<file path="src/rtl/core/sgsm_pkg.sv">
// Shared types and constants for the send gain slew mixer.
package sgsm_pkg;

  localparam int SAMPLE_W    = 24;
  localparam int GAIN_W      = 16;
  localparam int SLEW_W      = 12;
  localparam int CHCNT_W     = 4;
  localparam int CFG_IDX_W   = 3;
  localparam int CFG_DATA_W  = 16;
  localparam int RPROD_W     = GAIN_W + SLEW_W;      // |diff| * ramp_frame
  localparam int PROD_W      = SAMPLE_W + GAIN_W;    // sample * gain
  localparam int SUM_W       = PROD_W - 12 + 1;      // accum + scaled
  localparam int CNT_W       = 5;

  localparam int DEF_MAX_CHANNELS = 8;

  localparam logic [GAIN_W-1:0]  OLD_GAIN_RST = 16'd4096;
  localparam logic [GAIN_W-1:0]  NEW_GAIN_RST = 16'd4096;
  localparam logic [SLEW_W-1:0]  SLEW_RST     = 12'd0;
  localparam logic [CHCNT_W-1:0] CHCNT_RST    = 4'd2;

  typedef enum logic [CFG_IDX_W-1:0] {
    REG_OLD_GAIN    = 3'd0,
    REG_NEW_GAIN    = 3'd1,
    REG_SLEW_FRAMES = 3'd2,
    REG_CHAN_COUNT  = 3'd3
  } reg_idx_t;

  typedef enum logic [2:0] {
    ST_IDLE,
    ST_RMUL,
    ST_DIV,
    ST_GAIN,
    ST_SMUL,
    ST_FIN
  } state_t;

endpackage

</file>
<file path="src/rtl/core/send_gain_slew_mixer_top.sv">
// Send gain slew mixer: ramped gain, bit-serial multiply/divide, saturating accumulate.
//
// Each item takes sample_in, multiplies it by the send gain (unsigned Q4.12),
// rounds half up to Q1.23, adds accum_in and saturates to 24 bits. While a
// ramp is in progress the gain is old_gain + trunc((new_gain - old_gain) *
// ramp_frame / slew_frames), built by a one-bit-per-cycle shift-add multiply
// over the frame bits, a restoring divide and a gain update. The sample
// multiply then takes one gain bit per cycle, and the round/add/clamp is done
// in a final state that waits while the output register still holds an
// unaccepted result. A new item is taken only once the block is back in idle.
// A finished result sits in an output register so a new item can be
// accepted while it waits. Writing old_gain or new_gain restarts the ramp;
// the user must see that configuration is written only while no item is in
// flight, as the block itself does not enforce it.
module send_gain_slew_mixer_top #(
  parameter int MAX_CHANNELS = sgsm_pkg::DEF_MAX_CHANNELS
) (
  input  logic                                    clk,
  input  logic                                    rst_n,
  input  logic                                    in_valid,
  output logic                                    in_stall,
  input  logic signed [sgsm_pkg::SAMPLE_W-1:0]    in_sample_in,
  input  logic signed [sgsm_pkg::SAMPLE_W-1:0]    in_accum_in,
  input  logic                                    in_block_last,
  output logic                                    out_valid,
  input  logic                                    out_stall,
  output logic signed [sgsm_pkg::SAMPLE_W-1:0]    out_accum_out,
  output logic                                    out_ramping,
  output logic                                    out_out_last,
  input  logic                                    cfg_valid,
  output logic                                    cfg_ready,
  input  logic [sgsm_pkg::CFG_IDX_W-1:0]          cfg_index,
  input  logic [sgsm_pkg::CFG_DATA_W-1:0]         cfg_data
);
  import sgsm_pkg::*;

  localparam int CH_W = (MAX_CHANNELS > 1) ? $clog2(MAX_CHANNELS) : 1;
  localparam logic [CHCNT_W-1:0] MAX_CH = CHCNT_W'(MAX_CHANNELS);
  localparam logic [CNT_W-1:0] RMUL_LAST = CNT_W'(SLEW_W - 1);
  localparam logic [CNT_W-1:0] DIV_LAST  = CNT_W'(RPROD_W - 1);
  localparam logic [CNT_W-1:0] SMUL_LAST = CNT_W'(GAIN_W - 1);
  localparam logic signed [SUM_W-1:0] SUM_MAX = SUM_W'(8388607);
  localparam logic signed [SUM_W-1:0] SUM_MIN = -SUM_W'(8388608);

  // configuration
  logic [GAIN_W-1:0]  old_gain_r;
  logic [GAIN_W-1:0]  new_gain_r;
  logic [SLEW_W-1:0]  slew_r;
  logic [CHCNT_W-1:0] chcnt_r;

  // frame state
  logic [SLEW_W-1:0]  ramp_frame_r;
  logic [CH_W-1:0]    chan_idx_r;

  // control
  state_t             state_r, state_nxt;
  logic [CNT_W-1:0]   cnt_r;

  // datapath
  logic [RPROD_W-1:0]         mac_r;
  logic [SLEW_W-1:0]          fr_r;
  logic [SLEW_W-1:0]          rem_r;
  logic [GAIN_W-1:0]          quo_r;
  logic                       neg_r;
  logic [GAIN_W-1:0]          gain_r;
  logic signed [PROD_W-1:0]   prod_r;
  logic signed [SAMPLE_W-1:0] sample_r;
  logic signed [SAMPLE_W-1:0] accum_r;
  logic                       last_r;
  logic                       ramp_r;

  // output register
  logic                       out_valid_r;
  logic signed [SAMPLE_W-1:0] accum_out_r;
  logic                       ramping_r;
  logic                       out_last_r;

  logic                       in_take;
  logic                       out_load;
  logic                       cnt_done;
  logic                       ramp_now;
  logic [CHCNT_W-1:0]         chans_eff;
  logic                       frame_end;
  logic [SLEW_W:0]            trial;
  logic                       trial_ge;
  logic [SLEW_W:0]            trial_sub;
  logic signed [PROD_W-1:0]   rnd;
  logic signed [SUM_W-1:0]    sum;
  logic signed [SAMPLE_W-1:0] sum_sat;

  assign cfg_ready     = rst_n;
  assign in_stall      = !rst_n || (state_r != ST_IDLE);
  assign in_take       = in_valid && !in_stall;
  assign out_valid     = out_valid_r;
  assign out_accum_out = accum_out_r;
  assign out_ramping   = ramping_r;
  assign out_out_last  = out_last_r;

  assign ramp_now = (slew_r != '0) && (ramp_frame_r < slew_r);

  always_comb begin
    if (chcnt_r == '0) begin
      chans_eff = CHCNT_W'(1);
    end else if (chcnt_r > MAX_CH) begin
      chans_eff = MAX_CH;
    end else begin
      chans_eff = chcnt_r;
    end
  end

  assign frame_end = (CHCNT_W'(chan_idx_r) + CHCNT_W'(1)) >= chans_eff;

  // restoring divide step
  assign trial     = {rem_r, mac_r[RPROD_W-1]};
  assign trial_ge  = trial >= {1'b0, slew_r};
  assign trial_sub = trial - {1'b0, slew_r};

  // round half up, floor shift, add, clamp
  assign rnd = prod_r + PROD_W'(2048);
  assign sum = SUM_W'(accum_r) + SUM_W'($signed(rnd[PROD_W-1:12]));
  always_comb begin
    if (sum > SUM_MAX) begin
      sum_sat = SUM_MAX[SAMPLE_W-1:0];
    end else if (sum < SUM_MIN) begin
      sum_sat = SUM_MIN[SAMPLE_W-1:0];
    end else begin
      sum_sat = sum[SAMPLE_W-1:0];
    end
  end

  always_comb begin
    state_nxt = state_r;
    cnt_done  = 1'b0;
    out_load  = 1'b0;
    case (state_r)
      ST_IDLE: begin
        if (in_take) begin
          state_nxt = ramp_now ? ST_RMUL : ST_SMUL;
        end
      end
      ST_RMUL: begin
        if (cnt_r == RMUL_LAST) begin
          cnt_done  = 1'b1;
          state_nxt = ST_DIV;
        end
      end
      ST_DIV: begin
        if (cnt_r == DIV_LAST) begin
          cnt_done  = 1'b1;
          state_nxt = ST_GAIN;
        end
      end
      ST_GAIN: begin
        state_nxt = ST_SMUL;
      end
      ST_SMUL: begin
        if (cnt_r == SMUL_LAST) begin
          cnt_done  = 1'b1;
          state_nxt = ST_FIN;
        end
      end
      ST_FIN: begin
        if (!out_valid_r || !out_stall) begin
          out_load  = 1'b1;
          state_nxt = ST_IDLE;
        end
      end
      default: begin
        state_nxt = ST_IDLE;
      end
    endcase
  end

  always_ff @(posedge clk) begin
    if (!rst_n) begin
      state_r <= ST_IDLE;
      cnt_r   <= '0;
    end else begin
      state_r <= state_nxt;
      if (in_take || cnt_done) begin
        cnt_r <= '0;
      end else if (state_r == ST_RMUL || state_r == ST_DIV || state_r == ST_SMUL) begin
        cnt_r <= cnt_r + CNT_W'(1);
      end
    end
  end

  // configuration and frame counters
  always_ff @(posedge clk) begin
    if (!rst_n) begin
      old_gain_r   <= OLD_GAIN_RST;
      new_gain_r   <= NEW_GAIN_RST;
      slew_r       <= SLEW_RST;
      chcnt_r      <= CHCNT_RST;
      ramp_frame_r <= '0;
      chan_idx_r   <= '0;
    end else begin
      if (in_take) begin
        if (frame_end) begin
          chan_idx_r <= '0;
          if (ramp_now) begin
            ramp_frame_r <= ramp_frame_r + SLEW_W'(1);
          end
        end else begin
          chan_idx_r <= chan_idx_r + CH_W'(1);
        end
      end
      if (cfg_valid && cfg_ready) begin
        case (cfg_index)
          REG_OLD_GAIN: begin
            old_gain_r   <= cfg_data[GAIN_W-1:0];
            ramp_frame_r <= '0;
          end
          REG_NEW_GAIN: begin
            new_gain_r   <= cfg_data[GAIN_W-1:0];
            ramp_frame_r <= '0;
          end
          REG_SLEW_FRAMES: slew_r  <= cfg_data[SLEW_W-1:0];
          REG_CHAN_COUNT:  chcnt_r <= cfg_data[CHCNT_W-1:0];
          default: ;
        endcase
      end
    end
  end

  // serial datapath
  always_ff @(posedge clk) begin
    case (state_r)
      ST_IDLE: begin
        if (in_take) begin
          sample_r <= in_sample_in;
          accum_r  <= in_accum_in;
          last_r   <= in_block_last;
          ramp_r   <= ramp_now;
          mac_r    <= '0;
          rem_r    <= '0;
          quo_r    <= '0;
          prod_r   <= '0;
          fr_r     <= ramp_frame_r;
          neg_r    <= new_gain_r < old_gain_r;
          if (!ramp_now) begin
            gain_r <= new_gain_r;
          end else if (new_gain_r < old_gain_r) begin
            gain_r <= old_gain_r - new_gain_r;
          end else begin
            gain_r <= new_gain_r - old_gain_r;
          end
        end
      end
      ST_RMUL: begin
        // |diff| * ramp_frame, frame bits MSB first
        mac_r <= {mac_r[RPROD_W-2:0], 1'b0} + (fr_r[SLEW_W-1] ? RPROD_W'(gain_r) : '0);
        fr_r  <= {fr_r[SLEW_W-2:0], 1'b0};
      end
      ST_DIV: begin
        rem_r <= trial_ge ? trial_sub[SLEW_W-1:0] : trial[SLEW_W-1:0];
        quo_r <= {quo_r[GAIN_W-2:0], trial_ge};
        mac_r <= {mac_r[RPROD_W-2:0], 1'b0};
      end
      ST_GAIN: begin
        gain_r <= neg_r ? (old_gain_r - quo_r) : (old_gain_r + quo_r);
      end
      ST_SMUL: begin
        prod_r <= {prod_r[PROD_W-2:0], 1'b0}
                  + (gain_r[GAIN_W-1] ? PROD_W'(sample_r) : '0);
        gain_r <= {gain_r[GAIN_W-2:0], 1'b0};
      end
      default: ;
    endcase
  end

  always_ff @(posedge clk) begin
    if (!rst_n) begin
      out_valid_r <= 1'b0;
    end else if (out_load) begin
      out_valid_r <= 1'b1;
    end else if (out_valid_r && !out_stall) begin
      out_valid_r <= 1'b0;
    end
  end

  always_ff @(posedge clk) begin
    if (out_load) begin
      accum_out_r <= sum_sat;
      ramping_r   <= ramp_r;
      out_last_r  <= last_r;
    end
  end

endmodule

</file>
<file path="config.mk">
export PLATFORM = sky130hd
export DESIGN_NAME = send_gain_slew_mixer_top
export DESIGN_NICKNAME = d
export VERILOG_FILES = /design/src/rtl/core/sgsm_pkg.sv /design/src/rtl/core/send_gain_slew_mixer_top.sv
export SDC_FILE = /design/constraint.sdc
export NUM_CORES = 1
export LEC_CHECK = 0
export BUFFER_PORTS_ARGS = -buffer_cell sky130_fd_sc_hd__buf_4
export CORE_UTILIZATION = 40
export CTS_BUF_LIST = sky130_fd_sc_hd__clkbuf_16
export CTS_CLUSTER_DIAMETER = 120
export DETAILED_ROUTE_END_ITERATION = 16
export PLACE_DENSITY = 0.52
export SYNTH_ARGS = -nofsm -noshare
export SYNTH_HDL_FRONTEND = slang
export SYNTH_SLANG_ARGS = --single-unit
</file>
<file path="constraint.sdc">
create_clock -name clk -period 11.1 [get_ports clk]
set_clock_uncertainty 0.1 [all_clocks]
set_input_delay 0 -clock clk [delete_from_list [all_inputs] [get_ports clk]]
set_output_delay 0 -clock clk [all_outputs]
set_load 0.02 [all_outputs]
</file>
==> flow_summary.html <==
<table>
<tr><th>Metric</th><th>Value</th></tr>
<tr><th colspan="2">Global routing</th></tr>
<tr><td>Maximum number of pins on one net before global-route repair</td><td>60</td></tr>
<tr><td>Aggregate global-route resource usage</td><td>0.202</td></tr>
<tr><td>Vias in the first global route</td><td>14739</td></tr>
<tr><td>First-pass GRT wire length</td><td>76700 microns</td></tr>
<tr><td>Antenna violations before repair</td><td>0</td></tr>
<tr><td>Global-route congestion overflow total</td><td>0</td></tr>
<tr><th colspan="2">Clocking</th></tr>
<tr><td>Clock tree from TritonCTS</td><td>built</td></tr>
<tr><td>Count of cells resized by post-cts repair</td><td>0</td></tr>
<tr><td>Clk buf depth</td><td>3</td></tr>
<tr><td>Clock slew at the register clock pins of the worst setup and hold paths</td><td>50 ps</td></tr>
<tr><td>CTS buffer count</td><td>36</td></tr>
<tr><td>Clock Root Buffer</td><td>clkbuf_16</td></tr>
<tr><td>CTS sink cnt</td><td>273</td></tr>
<tr><td>Worst-Skew Late Latency</td><td>550 ps</td></tr>
<tr><td>Max H-tree Level</td><td>2</td></tr>
<tr><th colspan="2">Setup path</th></tr>
<tr><td>Delay of the slowest cell on the worst path</td><td>840 ps</td></tr>
<tr><td>Required time of the critical path</td><td>11250 ps</td></tr>
<tr><td>Critical Path Source Type</td><td>register</td></tr>
<tr><td>CP arrival</td><td>5340 ps</td></tr>
<tr><td>CP max-delay cell</td><td>o31a_1</td></tr>
<tr><td>Endpoint class of the critical path</td><td>register</td></tr>
<tr><td>Series of cell instances along the critical path</td><td>and3_1, and3_1, nand2_1, nor2_1, nand2_1, nor2_1, and3_1, xor2_1, ha_1, and3_4, a221oi_2, o21ai_1, a21oi_2, nor2_1, or4_4, nand3_1, o31a_1, o21ai_0</td></tr>
<tr><td>Crit Path Class</td><td>register to register</td></tr>
<tr><td>Crit-path max FO</td><td>23</td></tr>
<tr><th colspan="2">Pwr</th></tr>
<tr><td>Static leakage</td><td>0.00872 uW</td></tr>
<tr><td>Worst IR drop on VDD</td><td>106 uV</td></tr>
<tr><td>Power per cell area</td><td>135 nW/um^2</td></tr>
<tr><th colspan="2">Detailed routing</th></tr>
<tr><td>Routed length per instance</td><td>17.2 microns</td></tr>
<tr><td>Post-DRT Antenna Nets</td><td>0</td></tr>
<tr><td>Detailed-route vias per instance</td><td>5.39</td></tr>
<tr><td>Residual DRC</td><td>0</td></tr>
<tr><td>Number of violations reported at the end of detailed-routing iteration 0</td><td>850</td></tr>
<tr><td>Final Routed Wirelength</td><td>48300 microns</td></tr>
<tr><td>1st-pass router iterations</td><td>5</td></tr>
<tr><td>Detailed-route via count</td><td>15121</td></tr>
<tr><th colspan="2">Timing</th></tr>
<tr><td>Post-layout minimum cycle time</td><td>5190 ps</td></tr>
<tr><td>Worst hold slack after final layout</td><td>69.0 ps</td></tr>
<tr><td>Timing-limited maximum frequency</td><td>193 MHz</td></tr>
<tr><td>Final setup TNS</td><td>0 ps</td></tr>
<tr><td>Slew of the pin with the lowest slew margin</td><td>1130 ps</td></tr>
<tr><td>Worst slew margin</td><td>0.245</td></tr>
<tr><td>Endpoints failing hold</td><td>0</td></tr>
<tr><td>Max-slew violation total from the final report</td><td>0</td></tr>
<tr><td>Period utilisation layout</td><td>0.467</td></tr>
<tr><td>RSZ-0062 raised after global routing</td><td>false</td></tr>
<tr><td>Final setup violation count</td><td>0</td></tr>
<tr><th colspan="2">Logic synthesis</th></tr>
<tr><td>Count of mapped cells out of synthesis</td><td>2008</td></tr>
<tr><td>Post-Synthesis Mean Instance Area</td><td>9.42 sq um</td></tr>
<tr><td>Dominant combinational cell family by area after synthesis</td><td>compound AO/OA/AOI/OAI gates</td></tr>
<tr><td>Post-synthesis instance area</td><td>18900 sq um</td></tr>
<tr><td>Share of the synthesized area in compound gates (AO/OA/AOI/OAI)</td><td>0.184</td></tr>
<tr><td>Largest cells by area after synthesis</td><td>edfxtp_1, ha_1, dfxtp_1</td></tr>
<tr><td>Seq/Total Area, Yosys</td><td>0.395</td></tr>
<tr><td>Synthesized-area fraction occupied by and/or/nand/nor cells</td><td>0.183</td></tr>
<tr><td>Post-synthesis adder-cell area fraction</td><td>0.117</td></tr>
<tr><td>Top cell type by total area after synthesis</td><td>edfxtp_1</td></tr>
<tr><td>Share of cell area taken by muxes after synthesis</td><td>0.0212</td></tr>
<tr><td>Synth unique cells</td><td>88</td></tr>
<tr><td>Async set or reset register ratio after synthesis</td><td>0</td></tr>
<tr><td>Primary flip-flop cell chosen by synthesis mapping</td><td>edfxtp_1</td></tr>
<tr><td>Post-Synth XOR/XNOR Area</td><td>0.0658</td></tr>
<tr><td>Post-Synthesis Net Count</td><td>2253</td></tr>
<tr><td>Count of flip-flops with a built-in enable after synthesis</td><td>201</td></tr>
<tr><td>Yosys warns</td><td>0</td></tr>
<tr><td>Top cell type's share of synthesized area</td><td>0.319</td></tr>
<tr><td>Synth Register Bits</td><td>273</td></tr>
<tr><th colspan="2">Place</th></tr>
<tr><td>Post-DP HPWL</td><td>35400 microns</td></tr>
<tr><td>Final weighted congestion in routability-driven placement</td><td>0.872</td></tr>
<tr><td>IO buf count</td><td>101</td></tr>
<tr><th colspan="2">Final layout</th></tr>
<tr><td>Area added between synthesis and finish</td><td>17.0%</td></tr>
<tr><td>Number of inserted diodes</td><td>0</td></tr>
<tr><td>Share of final-layout standard cells stronger than drive strength 1</td><td>0.100</td></tr>
<tr><td>Number of nets at the end of the flow</td><td>2417</td></tr>
<tr><th colspan="2">Die</th></tr>
<tr><td>Standard-cell rows</td><td>79</td></tr>
<tr><td>Die outline height</td><td>219 microns</td></tr>
<tr><td>Area of the placeable core</td><td>46600 sq um</td></tr>
<tr><td>Total die area</td><td>48200 sq um</td></tr>
<tr><td>Boundary Pins</td><td>102</td></tr>
<tr><td>Effective utilization at floorplan</td><td>0.406</td></tr>
<tr><td>Overall die width</td><td>219 microns</td></tr>
<tr><th colspan="2">Job</th></tr>
<tr><td>MaxCap Viol Count</td><td>0</td></tr>
<tr><th colspan="2">Worst hold path</th></tr>
<tr><td>Classification of the worst-slack hold path</td><td>input port to register</td></tr>
<tr><th colspan="2">Outcome</th></tr>
<tr><td>Outcome</td><td>completed</td></tr>
</table>
placed cells by master (no fill, tap or decap), types with 14 or more instances in the layout:
master	synthesis	final
or3_1	15	15
nand3_1	54	53
nand4_1	19	19
o211ai_1	16	16
dfxtp_1	72	72
o31ai_1	15	15
nor2b_1	39	38
xnor2_1	84	84
xor2_1	58	58
nand2_1	224	224
o21ai_1	15	15
nor3_1	48	48
mux2i_1	34	34
ha_1	165	165
nand2b_1	23	23
edfxtp_1	201	201
a21o_1	51	51
a21boi_0	40	40
a21oi_1	111	110
clkbuf_16	0	37
and2_1	56	56
dlygate4sd3_1	0	77
inv_1	93	100
and3_1	26	26
o21a_1	15	14
buf_4	1	114
nor2_1	146	145
a31oi_1	27	27
a211oi_1	24	24
o21ai_0	99	99
worst max-delay path: cells and delay by family, from the launching register on:
kind                     cells  cell delay, ps
XOR/XNOR                     1             150
flip-flops                   1             430
AO/OA/AOI/OAI                5            1570
adder cells (fa/ha/maj)      1             330
AND/OR/NAND/NOR             11            2300
synthesized netlist by cell type (all sizes together), types with 9 or more instances:
master  instances
o31ai          16
edfxtp        201
clkbuf         52
xnor2          84
nand4          19
a21oi         113
buf            13
a21o           51
and3           27
o211ai         16
a21boi         40
o21bai         10
or3            15
nand2b         23
mux2i          34
dfxtp          72
nor2          147
and2           57
a31oi          27
xor2           58
nor3           49
nand2         224
o21ai         125
a222oi          9
inv            93
a211oi         24
nor3b           9
nor4            9
o21a           15
ha            165
nand3          54
nor2b          40
or2            12
metal layers:
layer / vias up / GRT usage / part of all wire
li1: 7653 / - / -
met3: 80 / 0.0250 / 0.030
met5: - / 0 / 0
met2: 236 / 0.356 / 0.49
met4: 0 / 0.0750 / 0.031
met1: 7152 / 0.250 / 0.45
logic make-up (layout without fill, tap and decap cells):
kind of cell / after synthesis / after routing
and+or+nand+nor: 705 / 705
AOI/OAI and AO/OA: 519 / 519
DFF: 273 / 273
adders and majority gates: 172 / 172
buffers and inverters: 158 / 350
xor gates and xnor gates: 142 / 142
muxes: 39 / 39
state kept, by name (all words and copies together) (netlist names), 3 cells and up:
signal         cells
new_gain_r        16
sample_r          24
state_r            3
old_gain_r        16
slew_r            12
chan_idx_r         3
cnt_r              5
quo_r             16
rem_r             12
ramp_frame_r      12
mac_r             28
accum_r           24
prod_r            40
fr_r              12
gain_r            16
out_accum_out     24
chcnt_r            4
through the flow:
step           setup slack (ps)  area, sq um  utilization  power, uW  std cells
2_1_floorplan              6700        18900            -       1730       2008
3_3_place_gp               5900        20300        0.435       1890       2664
3_5_place_dp               5840        20300        0.435       1900       2664
4_1_cts                    5830        22100        0.475       3040       2807
5_1_grt                    5510        22100        0.475       3160       2807
6_report                   5910        22100        0.475       3000       2807
power by group:
group          internal [uW]  switching (uW)
Clock                    633             466
Sequential              1170            48.4
Combinational            290             390
area by class of cell:
class                           instances  area (sq um)
Fill cell                            4423         24400
Multi-Input combinational cell       1577         10800
Sequential cell                       273          7480
Timing Repair Buffer                  191          1630
Clock buffer                           37           926
Tap cell                              607           759
Inverter                               93           349
Clock inverter                         29           183
timing repair:
action / 4_1_cts / 5_1_grt
setup buffers: 0 / 0
hold buffers: 77 / 0
hold endpoints to repair: 127 / 0
path summary, 6_finish.rpt:
check | end | startpoint | slack [ps] | depth (start not counted)
min reg2reg | out_out_last | last_r | 320 | 0
max | out_accum_out[2] | prod_r[13] | 5910 | 18
min | chcnt_r[2] | cfg_valid | 70 | 5
max reg2reg | out_accum_out[2] | prod_r[13] | 5910 | 18
Power figures use the tool's default switching activity.
